`src/rtl/core/salru_pkg.sv`:
```
// ----------------------------------------------------------------------------
// salru_pkg
// Shared types and constants of the set-associative tag directory.
// ----------------------------------------------------------------------------
package salru_pkg;

  localparam int ADDRESS_W  = 16;
  localparam int WAY_OUT_W  = 3;
  localparam int SET_OUT_W  = 4;
  localparam int TAG_OUT_W  = 16;
  localparam int CFG_INDEX_W = 2;
  localparam int CFG_DATA_W  = 4;
  localparam int OFFSET_W    = 4;
  localparam int SETBITS_W   = 3;

  // configuration register indexes
  localparam logic [CFG_INDEX_W-1:0] REG_OFFSET_BITS = 2'd0;
  localparam logic [CFG_INDEX_W-1:0] REG_SET_BITS    = 2'd1;

  localparam logic [OFFSET_W-1:0]  OFFSET_BITS_RESET = 4'd4;
  localparam logic [SETBITS_W-1:0] SET_BITS_RESET    = 3'd0;

  typedef struct packed {
    logic                 hit;
    logic [WAY_OUT_W-1:0] way;
    logic [SET_OUT_W-1:0] set_index;
    logic                 evicted;
    logic [TAG_OUT_W-1:0] evicted_tag;
  } result_t;

endpackage

```
`src/rtl/core/salru_fifo.sv`:
```
// ----------------------------------------------------------------------------
// salru_fifo
// Small synchronous FIFO with 2**PTR_W entries, push/full and pop/empty.
// ----------------------------------------------------------------------------
module salru_fifo #(
  parameter int WIDTH = 1,
  parameter int PTR_W = 1
) (
  input  logic             clk,
  input  logic             rst,
  input  logic             push,
  input  logic [WIDTH-1:0] wdata,
  output logic             full,
  input  logic             pop,
  output logic [WIDTH-1:0] rdata,
  output logic             empty
);

  localparam int DEPTH = 1 << PTR_W;
  localparam logic [PTR_W:0] DEPTH_C = (PTR_W + 1)'(DEPTH);

  logic [WIDTH-1:0] mem [DEPTH];
  logic [PTR_W-1:0] wr_ptr;
  logic [PTR_W-1:0] rd_ptr;
  logic [PTR_W:0]   count;
  logic             do_push;
  logic             do_pop;

  assign full    = (count == DEPTH_C);
  assign empty   = (count == '0);
  assign do_push = push && !full;
  assign do_pop  = pop && !empty;
  assign rdata   = mem[rd_ptr];

  always_ff @(posedge clk) begin
    if (rst) begin
      wr_ptr <= '0;
      rd_ptr <= '0;
      count  <= '0;
    end else begin
      if (do_push) begin
        wr_ptr <= wr_ptr + 1'b1;
      end
      if (do_pop) begin
        rd_ptr <= rd_ptr + 1'b1;
      end
      if (do_push && !do_pop) begin
        count <= count + 1'b1;
      end else if (do_pop && !do_push) begin
        count <= count - 1'b1;
      end
    end
  end

  always_ff @(posedge clk) begin
    if (do_push) begin
      mem[wr_ptr] <= wdata;
    end
  end

endmodule

```
`src/rtl/core/salru_front.sv`:
```
// ----------------------------------------------------------------------------
// salru_front
// Configuration registers and address split into set index and tag.
// ----------------------------------------------------------------------------
module salru_front #(
  parameter int SET_BITS_MAX = 4,
  parameter int SET_W        = 4,
  parameter int TAG_W        = 16
) (
  input  logic                                clk,
  input  logic                                rst,
  input  logic                                cfg_write,
  input  logic [salru_pkg::CFG_INDEX_W-1:0]   cfg_index,
  input  logic [salru_pkg::CFG_DATA_W-1:0]    cfg_data,
  input  logic                                push,
  input  logic [salru_pkg::ADDRESS_W-1:0]     address,
  output logic                                full,
  output logic                                req_push,
  output logic [SET_W-1:0]                    req_set,
  output logic [TAG_W-1:0]                    req_tag,
  input  logic                                req_full
);

  localparam logic [3:0] SB_MAX = 4'(SET_BITS_MAX);

  logic [salru_pkg::OFFSET_W-1:0]  offset_bits;
  logic [salru_pkg::SETBITS_W-1:0] set_bits;
  logic [3:0]                      sb;
  logic [4:0]                      tag_shift;
  logic [TAG_W-1:0]                addr_in;
  logic [TAG_W-1:0]                shifted;
  logic [SET_W-1:0]                set_mask;

  always_ff @(posedge clk) begin
    if (rst) begin
      offset_bits <= salru_pkg::OFFSET_BITS_RESET;
      set_bits    <= salru_pkg::SET_BITS_RESET;
    end else if (cfg_write) begin
      case (cfg_index)
        salru_pkg::REG_OFFSET_BITS: offset_bits <= cfg_data[salru_pkg::OFFSET_W-1:0];
        salru_pkg::REG_SET_BITS:    set_bits    <= cfg_data[salru_pkg::SETBITS_W-1:0];
        default: ;
      endcase
    end
  end

  // bits at or above ADDR_BITS are dropped
  assign addr_in = address[TAG_W-1:0];

  always_comb begin
    sb = ({1'b0, set_bits} > SB_MAX) ? SB_MAX : {1'b0, set_bits};
    tag_shift = {1'b0, offset_bits} + {1'b0, sb};
    shifted = addr_in >> offset_bits;
    for (int i = 0; i < SET_W; i++) begin
      set_mask[i] = (4'(i) < sb);
    end
  end

  assign req_set  = shifted[SET_W-1:0] & set_mask;
  assign req_tag  = addr_in >> tag_shift;
  assign req_push = push && !req_full;
  assign full     = req_full;

endmodule

```
`src/rtl/core/salru_back.sv`:
```
// ----------------------------------------------------------------------------
// salru_back
// Tag lookup, matrix LRU victim choice and set update, one request at a time.
// ----------------------------------------------------------------------------
module salru_back #(
  parameter int WAYS         = 8,
  parameter int SET_BITS_MAX = 4,
  parameter int SET_W        = 4,
  parameter int TAG_W        = 16
) (
  input  logic                 clk,
  input  logic                 rst,
  input  logic                 req_empty,
  input  logic [SET_W-1:0]     req_set,
  input  logic [TAG_W-1:0]     req_tag,
  output logic                 req_pop,
  input  logic                 res_full,
  output logic                 res_push,
  output salru_pkg::result_t   res
);

  localparam int WAY_W = $clog2(WAYS);
  localparam int NSETS = 1 << SET_BITS_MAX;

  localparam logic ST_IDLE = 1'b0;
  localparam logic ST_EXEC = 1'b1;

  logic                    state;
  logic [SET_W-1:0]        cur_set;
  logic [TAG_W-1:0]        cur_tag;

  logic [WAYS*TAG_W-1:0]   tag_mem [NSETS];
  logic [WAYS*WAYS-1:0]    lru_mem [NSETS];
  logic [WAYS-1:0]         valid_bits [NSETS];

  logic [WAYS*TAG_W-1:0]   tag_rd;
  logic [WAYS*WAYS-1:0]    lru_rd;
  logic [WAYS*TAG_W-1:0]   tag_wr;
  logic [WAYS*WAYS-1:0]    lru_wr;
  logic [WAYS-1:0]         valid_row;
  logic [WAYS-1:0]         valid_wr;
  logic                    row_used;
  logic [WAYS-1:0]         match;
  logic [WAYS-1:0]         zero_row;
  logic                    hit;
  logic [WAY_W-1:0]        hit_way;
  logic [WAY_W-1:0]        victim;
  logic [WAY_W-1:0]        tgt;
  logic                    evicted;
  logic [TAG_W-1:0]        ev_tag;
  logic                    rd_en;
  logic                    wr_en;

  assign rd_en    = (state == ST_IDLE) && !req_empty && !res_full;
  assign wr_en    = (state == ST_EXEC);
  assign req_pop  = rd_en;
  assign res_push = wr_en;

  always_ff @(posedge clk) begin
    if (rst) begin
      state <= ST_IDLE;
    end else begin
      case (state)
        ST_IDLE: if (rd_en) state <= ST_EXEC;
        ST_EXEC: state <= ST_IDLE;
        default: state <= ST_IDLE;
      endcase
    end
  end

  always_ff @(posedge clk) begin
    if (rd_en) begin
      cur_set <= req_set;
      cur_tag <= req_tag;
      tag_rd  <= tag_mem[req_set];
      lru_rd  <= lru_mem[req_set];
    end
    if (wr_en) begin
      tag_mem[cur_set] <= tag_wr;
      lru_mem[cur_set] <= lru_wr;
    end
  end

  always_ff @(posedge clk) begin
    if (rst) begin
      for (int s = 0; s < NSETS; s++) begin
        valid_bits[s] <= '0;
      end
    end else if (wr_en) begin
      valid_bits[cur_set] <= valid_wr;
    end
  end

  assign valid_row = valid_bits[cur_set];
  // a set with no valid way has not been touched since reset, so its matrix is read as zero
  assign row_used  = |valid_row;

  always_comb begin
    logic [WAYS-1:0] row;
    match    = '0;
    zero_row = '0;
    hit_way  = '0;
    victim   = '0;
    for (int w = 0; w < WAYS; w++) begin
      match[w]    = valid_row[w] && (tag_rd[w*TAG_W +: TAG_W] == cur_tag);
      row         = lru_rd[w*WAYS +: WAYS] & {WAYS{row_used}};
      zero_row[w] = (row == '0);
    end
    // lowest index wins
    for (int w = WAYS - 1; w >= 0; w--) begin
      if (match[w]) hit_way = WAY_W'(w);
      if (zero_row[w]) victim = WAY_W'(w);
    end
    hit = |match;
    tgt = hit ? hit_way : victim;
  end

  always_comb begin
    logic [WAYS-1:0] row;
    tag_wr   = tag_rd;
    valid_wr = valid_row;
    if (!hit) begin
      tag_wr[victim*TAG_W +: TAG_W] = cur_tag;
      valid_wr[victim] = 1'b1;
    end
    for (int r = 0; r < WAYS; r++) begin
      row = (WAY_W'(r) == tgt) ? {WAYS{1'b1}} : (lru_rd[r*WAYS +: WAYS] & {WAYS{row_used}});
      row[tgt] = 1'b0;
      lru_wr[r*WAYS +: WAYS] = row;
    end
    evicted = !hit && valid_row[victim];
    ev_tag  = evicted ? tag_rd[victim*TAG_W +: TAG_W] : '0;
  end

  always_comb begin
    logic [WAY_W+salru_pkg::WAY_OUT_W-1:0] way_ext;
    logic [SET_W+salru_pkg::SET_OUT_W-1:0] set_ext;
    logic [TAG_W+salru_pkg::TAG_OUT_W-1:0] tag_ext;
    way_ext = {{salru_pkg::WAY_OUT_W{1'b0}}, tgt};
    set_ext = {{salru_pkg::SET_OUT_W{1'b0}}, cur_set};
    tag_ext = {{salru_pkg::TAG_OUT_W{1'b0}}, ev_tag};
    res.hit         = hit;
    res.way         = way_ext[salru_pkg::WAY_OUT_W-1:0];
    res.set_index   = set_ext[salru_pkg::SET_OUT_W-1:0];
    res.evicted     = evicted;
    res.evicted_tag = tag_ext[salru_pkg::TAG_OUT_W-1:0];
  end

endmodule

```
`src/rtl/core/set_assoc_cache_matrix_lru_unit.sv`:
```
// ----------------------------------------------------------------------------
// set_assoc_cache_matrix_lru_unit
// Tag directory of a set-associative cache with matrix LRU replacement.
// ----------------------------------------------------------------------------
// Usage:
//   Addresses go in like a queue: drive address with push; the request is
//   taken on a clock edge with push high and full low.
//   Results come out like a queue: while empty is low the oldest result sits
//   on hit, way, set_index, evicted and evicted_tag; pop takes it. The user
//   must write offset_bits (index 0) and set_bits (index 1) through
//   cfg_write / cfg_index / cfg_data only while no request is in flight; the block does not enforce it.
// Flow:
//   A request is split into set and tag and queued; the lookup engine then
//   takes one request at a time: it reads the set's tag and LRU rows as it
//   pops the request, then compares, updates and writes back while pushing
//   the result into the result queue, and pops no new request before that
//   write-back of the set is done.
// Reset:
//   rst clears all valid bits, which also makes every LRU row read as zero,
//   and empties both queues; configuration returns to offset 4, no set bits.
// Stall:
//   A held result stalls the engine once the two-entry result queue fills,
//   and full rises once the two-entry input queue fills as well.
// ----------------------------------------------------------------------------
module set_assoc_cache_matrix_lru_unit #(
  parameter int ADDR_BITS    = 16,
  parameter int WAYS         = 8,
  parameter int SET_BITS_MAX = 4
) (
  input  logic                                clk,
  input  logic                                rst,
  input  logic                                cfg_write,
  input  logic [salru_pkg::CFG_INDEX_W-1:0]   cfg_index,
  input  logic [salru_pkg::CFG_DATA_W-1:0]    cfg_data,
  input  logic                                push,
  input  logic [salru_pkg::ADDRESS_W-1:0]     address,
  output logic                                full,
  output logic                                empty,
  input  logic                                pop,
  output logic                                hit,
  output logic [salru_pkg::WAY_OUT_W-1:0]     way,
  output logic [salru_pkg::SET_OUT_W-1:0]     set_index,
  output logic                                evicted,
  output logic [salru_pkg::TAG_OUT_W-1:0]     evicted_tag
);

  localparam int SET_W = (SET_BITS_MAX > 0) ? SET_BITS_MAX : 1;
  localparam int TAG_W = (ADDR_BITS < salru_pkg::ADDRESS_W) ? ADDR_BITS
                                                             : salru_pkg::ADDRESS_W;
  localparam int REQ_W = SET_W + TAG_W;
  localparam int RES_W = $bits(salru_pkg::result_t);

  logic               req_push;
  logic               req_full;
  logic               req_empty;
  logic               req_pop;
  logic [SET_W-1:0]   f_set;
  logic [TAG_W-1:0]   f_tag;
  logic [REQ_W-1:0]   q_req;
  logic               res_push;
  logic               res_full;
  salru_pkg::result_t res_in;
  salru_pkg::result_t res_out;

  salru_front #(
    .SET_BITS_MAX (SET_BITS_MAX),
    .SET_W        (SET_W),
    .TAG_W        (TAG_W)
  ) u_front (
    .clk       (clk),
    .rst       (rst),
    .cfg_write (cfg_write),
    .cfg_index (cfg_index),
    .cfg_data  (cfg_data),
    .push      (push),
    .address   (address),
    .full      (full),
    .req_push  (req_push),
    .req_set   (f_set),
    .req_tag   (f_tag),
    .req_full  (req_full)
  );

  salru_fifo #(
    .WIDTH (REQ_W),
    .PTR_W (1)
  ) u_req_q (
    .clk   (clk),
    .rst   (rst),
    .push  (req_push),
    .wdata ({f_set, f_tag}),
    .full  (req_full),
    .pop   (req_pop),
    .rdata (q_req),
    .empty (req_empty)
  );

  salru_back #(
    .WAYS         (WAYS),
    .SET_BITS_MAX (SET_BITS_MAX),
    .SET_W        (SET_W),
    .TAG_W        (TAG_W)
  ) u_back (
    .clk       (clk),
    .rst       (rst),
    .req_empty (req_empty),
    .req_set   (q_req[REQ_W-1:TAG_W]),
    .req_tag   (q_req[TAG_W-1:0]),
    .req_pop   (req_pop),
    .res_full  (res_full),
    .res_push  (res_push),
    .res       (res_in)
  );

  salru_fifo #(
    .WIDTH (RES_W),
    .PTR_W (1)
  ) u_res_q (
    .clk   (clk),
    .rst   (rst),
    .push  (res_push),
    .wdata (res_in),
    .full  (res_full),
    .pop   (pop),
    .rdata (res_out),
    .empty (empty)
  );

  assign hit         = res_out.hit;
  assign way         = res_out.way;
  assign set_index   = res_out.set_index;
  assign evicted     = res_out.evicted;
  assign evicted_tag = res_out.evicted_tag;

endmodule

```
`config.mk`:
```
export PLATFORM = sky130hd
export DESIGN_NAME = set_assoc_cache_matrix_lru_unit
export DESIGN_NICKNAME = d
export VERILOG_FILES = /design/src/rtl/core/salru_pkg.sv /design/src/rtl/core/salru_fifo.sv /design/src/rtl/core/salru_front.sv /design/src/rtl/core/salru_back.sv /design/src/rtl/core/set_assoc_cache_matrix_lru_unit.sv
export SDC_FILE = /design/constraint.sdc
export NUM_CORES = 2
export LEC_CHECK = 0
export BUFFER_PORTS_ARGS = -buffer_cell sky130_fd_sc_hd__buf_4
export CAP_MARGIN = 10
export CORE_MARGIN = 5
export CORE_UTILIZATION = 58
export CTS_BUF_LIST = sky130_fd_sc_hd__clkbuf_8
export DETAILED_ROUTE_END_ITERATION = 12
export PLACE_DENSITY = 0.74
export SLEW_MARGIN = 40
export SYNTH_ARGS = -nofsm -noshare
export SYNTH_HDL_FRONTEND = slang
export SYNTH_SLANG_ARGS = --single-unit
```
`constraint.sdc`:
```
create_clock -name clk -period 49.1 [get_ports clk]
set_clock_uncertainty 0.1 [all_clocks]
set_input_delay 4.91 -clock clk [delete_from_list [all_inputs] [get_ports clk]]
set_output_delay 4.91 -clock clk [all_outputs]
set_load 0.05 [all_outputs]
```
Word-level counts from Yosys, hierarchy flattened
Memory sizes are Yosys's and may differ from the RTL's. A register that Yosys moved wholly into a read port is not among the register bits.
Index checks and enable logic that the tools add are counted.
{ "word_totals": {"ff_bits": 36, "latchBits": 0, "ramBits": 3290, "rom_bits": 0, "in_bits": 27, "out_inout_bits": 27, "wordCells": 188, "memories": 5} }
{ "memory_table": {"columns": ["name", "depth", "width", "rd", "rd_clocked_by_memory_dff", "wr", "line_no", "rtl"], "rows": [
  ["u_back.tag_mem", 16, 128, 1, 1, 1, "salru_back.sv:32", "logic [WAYS*TAG_W-1:0] tag_mem [NSETS];"],
  ["u_back.lru_mem", 16, 64, 1, 1, 1, "salru_back.sv:33", "logic [WAYS*WAYS-1:0] lru_mem [NSETS];"],
  ["u_back.valid_bits", 16, 8, 1, 1, 16, "salru_back.sv:34", "logic [WAYS-1:0] valid_bits [NSETS];"],
  ["u_res_q.mem", 2, 25, 1, 1, 1, "salru_fifo.sv:22", "logic [WIDTH-1:0] mem [DEPTH];"],
  ["u_req_q.mem", 2, 20, 1, 1, 1, "salru_fifo.sv:22", null]
]} }
{ "op_classes": {"n_addsub": 10, "mul": 0, "div": 0, "n_lt_le_gt_ge": 9, "n_eq_ne": 18, "shifts": 5, "n_mux": 60, "bitwise_logic": 20, "reduce_logical": 50} }
{ "ops": {"columns": ["operator", "n"], "rows": [
  ["$and A8 B8 Y8", 16],
  ["$bwmux W128", 1],
  ["$eq A16 B16 Y1", 8],
  ["$mux W128", 1],
  ["$shift A16 B34 Y128 const A", 1],
  ["$shiftx A128 B8 Y16", 1],
  ["$shiftx A16 B34 Y128", 1],
  ["$mux W8", 10],
  ["$logic_not A8 Y1", 8],
  ["$mux W3", 18],
  ["$neg A7 Y34", 1],
  ["$reduce_or A8 Y1", 3],
  ["$logic_and A1 B1 Y1", 22],
  ["$mux W1", 19],
  ["$mux W16", 1],
  ["$shr A16 B4 Y4", 1],
  ["$shr A16 B5 Y16", 1],
  ["$eq A3 B3 Y1 const A", 4],
  ["$logic_not A1 Y1", 9],
  ["$lt A1 B4 Y1 const A", 2],
  ["$lt A2 B4 Y1 const A", 2],
  ["$lt A3 B4 Y1 const B", 2],
  ["$mux W2", 4],
  ["$mux W4", 2],
  ["other kinds (21)", 34]
]} }

Logic depth before layout (Yosys ltp)
{ "depth": {"ltp_word": 18, "mapped_depth": 19, "ltp_nobuf": 13} }

By module
Synthesis repeated with hierarchy kept, for this count alone.
{ "unflattened": {"hier_cells": 6231, "area_unflattened_um2": 138183.8} }
{ "modules_own_cells": {"columns": ["module", "instances", "cells_per_inst", "area_per_inst_um2", "seq_area_each_um2"], "rows": [
  ["salru_back", 1, 5871, 132849.9, 102558.4],
  ["salru_fifo at u_res_q", 1, 103, 2018.2, 1601.5],
  ["salru_front", 1, 170, 1661.6, 140.1],
  ["salru_fifo at u_req_q", 1, 87, 1654.1, 1301.2]
]} }

Least setup slack after synthesis
OpenSTA, ideal clock, no wires.
{ "synth_path": {"kind": "register to register", "start": "reg u_back.cur_set[3]", "end": "mem u_back.valid_bits[8][0] (enable)", "setup_ns": 0.350, "arrival_time_ns": 15.522, "required_ns": 48.650, "path_slack_ns": 33.128, "path_stages_with_launch": 6, "n_path_buf": 1, "period_less_slack_ns": 15.972, "cell_sequence": "edfxtp_1 > clkbuf_1 > nor2b_1 > nand2_1 > nor3_1 > or2_2"} }
{ "synth_lines": {"columns": ["element", "line_no", "rtl"], "rows": [
  ["start, declared", "salru_back.sv:29", "logic [SET_W-1:0] cur_set;"],
  ["start signal, assigned", "salru_back.sv:73", "cur_set <= req_set;"],
  ["end, declared", "salru_back.sv:34", null]
]} }

==> summary by stage <==
Min path
In this run the worst hold path is classified as flop to flop. The startpoint of the lowest-slack hold path is u_res_q.rd_ptr.

Clock network
The TritonCTS clock tree is yes. The clock network latency to the later pin of the worst-skew pair is 1130 ps. In this run, post-CTS repair resized a total of 0 instances.

The number of post-CTS setup repair buffers is 0. The hold-fix buffer count after cts is 0. Counting along the longest clock path gives a buffer depth of 4. Counting the buffers created by CTS gives 564.

Clock-pin slew was measured on the worst setup and hold paths at 60 ps. The cell at the root of the clock tree is sky130_fd_sc_hd__clkbuf_8. The number of H-tree levels is 6. The TritonCTS sink count is 3524.

Placement
The number of input and output port buffers inserted is 53. The weighted congestion reported at the end of routability-driven placement is 0.915. The detailed placement HPWL is 202000 um.

Yosys
The top cell type by total area after synthesis is sky130_fd_sc_hd__edfxtp_1. Among all cell types in the netlist, the one instantiated most often is sky130_fd_sc_hd__edfxtp_1. In the synthesized netlist, the number of instances is between 10000 and 15000. Of the post-synthesis cell area, the dominant cell type holds 73.6%. The synthesized flop and latch total is 3524. Yosys mapped a number of flops with a built-in enable equal to ~3500.

The unique cell type count in the Yosys netlist is 85. Counting flops with an async set or reset pin after synthesis yields a share of 0%. The commonest cells after synthesis are 3502 x sky130_fd_sc_hd__edfxtp_1, 3335 x sky130_fd_sc_hd__nand2_1, 1549 x sky130_fd_sc_hd__nand3_1.

For this run, the number of Yosys warnings is 0. Sorting the synthesized cells by area gives the leading types as sky130_fd_sc_hd__edfxtp_1 74%, sky130_fd_sc_hd__nand2_1 8.8%, sky130_fd_sc_hd__nand3_1 5.4%, sky130_fd_sc_hd__a311oi_1 2.4%, sky130_fd_sc_hd__clkbuf_1 1.8%. Synthesis produced a netlist with a net count of 11000. Summing the sequential cell areas from Yosys gives 73.9% of the chip area. The post-synthesis average cell area is ~13 um^2.

For this run, the leading register cell type out of synthesis is sky130_fd_sc_hd__edfxtp_1. The cell area that synthesis handed to floorplanning was 143000 um^2.

Worst setup path
For the worst setup path, the data required time is approximately 44000 ps. The critical path goes through buf_4 > mux2_2 > buf_4. Data on the critical path arrives at its endpoint at 2820 ps. The critical-path maximum fanout is 17. The worst setup path is launched from a flop. The delay of the slowest critical-path stage is ~700 ps. STA classifies the critical path endpoint as a primary output. The critical-path cell with the highest stage delay is sky130_fd_sc_hd__dfxtp_2. The dominant cell type by count on the critical path is sky130_fd_sc_hd__buf_4. Together, buffers and inverters on the worst path number 2. The family with the most delay on the worst path is flip-flops. The critical path start-end classification is flop to primary output.

Power and ir drop
The power per standard cell area is 60.8 nW/um^2. Across the VDD grid, the largest voltage drop is 0.0000631 V. The total power draw is ~9.6 mW. The total leakage power is 55.1 nW.

Global routing
For this run, the total global-route usage over all layers was measured as 29.8%. Entering global routing, the biggest net connects 187 pins. The initial antenna violation count is 11. The first global-routing pass estimated 576000 um of wire. The via count of the first global-routing pass came to between 90000 and 100k. Global routing finished with a remaining overflow of 0.

Finish
The end-of-flow core utilization is 64.3%. The share of post-route cells with drive strength above 1 is 11.6%. The layout has 17200 filler cells. The sequential cells in the finished layout cover a total of 106000 um^2. The multi-input gate area in the final layout is 34800 um^2. The area growth from synthesis to layout is 10.5%. For this run, the post-layout net count is 11200.

Timing
Based on the critical path, the design can be clocked at up to 128 MHz. For the pin with the worst max-slew slack, the measured transition is 981 ps. Setup repair after global routing left no endpoint under its margin. The shortest period the worst path allows is 7830 ps. The total count of hold-check failures in the final report is 0. The remaining max-slew budget at the tightest pin is 34.6%. The number of max-slew violations in the final report is 0.

In the finished design, the share of the clock period the worst path needs comes to 15.9%. Setup violations remaining at the end of the flow were counted as 0. The final-layout setup total negative slack is 0 ps.

Routing
The wire length per cell after detailed routing is between 20 and 30 um. The average vias per placed instance is 6.43. Summed over all layers, the routed wires come to slightly below 400000 um. The remaining antenna violation count is 0. In this run, the number of DRC markers left after iteration 0 of detailed routing was 14500. The post-detailed-route DRC marker count is 0. Detailed routing inserted a total of 94900 vias.

The detailed-router iteration count before antenna repair is 12.

Floorplanning
After floorplanning, the core was sized to cover ~250000 um^2. The total number of placement rows is 182. The width of the chip is 506 um. The number of top-level design ports is 54. The die covers about 260000 um^2. The starting density of the core is 58.2%. The floorplan step set the die height to ~510 um.

Status
The flow ran to the end, and the final reports show no timing, DRC or antenna violations.

Flow run
The number of max-cap violations is 0.
[layout make-up]
cell class / instances / share of cell area (%)
repair buffers: 343 / 2.14
clock buffers: 579 / 5.05
clock inverters: 381 / 1.24
inverters: 21 / 0.0690
diodes: 2 / 0.00317
well taps: 3220 / 2.55
multi-input cells: 6685 / 22.0
flip-flops and latches: 3524 / 66.9
[worst reg2reg max path: cells and delay by family, from the launching register on]
family	cells	cell delay, ps
AND/OR/NAND/NOR	2	390
multiplexers	1	230
buffers and inverters	7	4060
flip-flops	1	310
AO/OA/AOI/OAI	3	540
[flip-flops by register name, indices dropped and copies added (netlist names), 2 cells and up, named ones only]
signal,count
u_front.set_bits,3
u_req_q.mem,40
u_back.cur_tag,16
u_back.lru_rd,64
u_back.valid_bits,128
u_back.cur_set,4
u_res_q.mem,50
u_back.lru_mem,1024
u_res_q.count,2
u_back.tag_mem,2048
u_back.tag_rd,128
u_front.offset_bits,4
u_req_q.count,2
[worst paths after layout]
kind                        to  slack, ps  cells after the start
min             u_res_q.rd_ptr        410                      2
min reg2reg     u_res_q.rd_ptr        410                      2
max reg2reg  u_back.tag_rd[53]      43310                     13
max            evicted_tag[10]      41270                      3
[cell usage in the layout (no fill, tap or decap), drive strengths merged, types with 87 or more instances in the layout]
| cell type | count |
|---|---|
| a311oi | 386 |
| a31oi | 195 |
| and3 | 221 |
| buf | 343 |
| clkbuf | 579 |
| clkinv | 169 |
| edfxtp | 3502 |
| inv | 202 |
| mux2 | 112 |
| nand2 | 3336 |
| nand3 | 1550 |
| nor2 | 208 |
| o21ai | 87 |
[layer usage]
layer | GRT usage, % | vias up | routed length (um) | share of wire, %
met4 | 13.0 | 4 | 16800 | 4.3
li1 | - | 40700 | - | -
met5 | 0 | - | 202 | 0.052
met1 | 41.5 | 46400 | 143000 | 36
met3 | 7.13 | 1031 | 53200 | 14
met2 | 45.3 | 6729 | 178000 | 46
[power breakdown]
part	internal (mW)	leakage (nW)	switching, mW
sequential	4.14	31.9	0.239
clock	1.16	5.70	1.12
combinational	0.792	17.4	2.16
[through the flow]
step                area [um^2]  worst slack, ps  hold WS (ps)  cells
floorplan                143000            33130           343  11000
global placement         147000            42330           386  13800
detailed placement       148000            42220           399  13800
CTS                      157000            41150           417  14700
global route             158000            41170           441  14800
finish                   158000            41270           411  14800
[cell families after synthesis]
logic type,count (synthesis),synth area share (%)
and+or+nand+nor,5471,16.5
DFF,3524,73.9
AOI/OAI and AO/OA,848,4.55
buffers and inverters,771,2.08
muxes,215,2.00
xor gates and xnor gates,139,0.852
adders and majority gates,12,0.110
No activity file was read; power rests on OpenSTA's default activity.
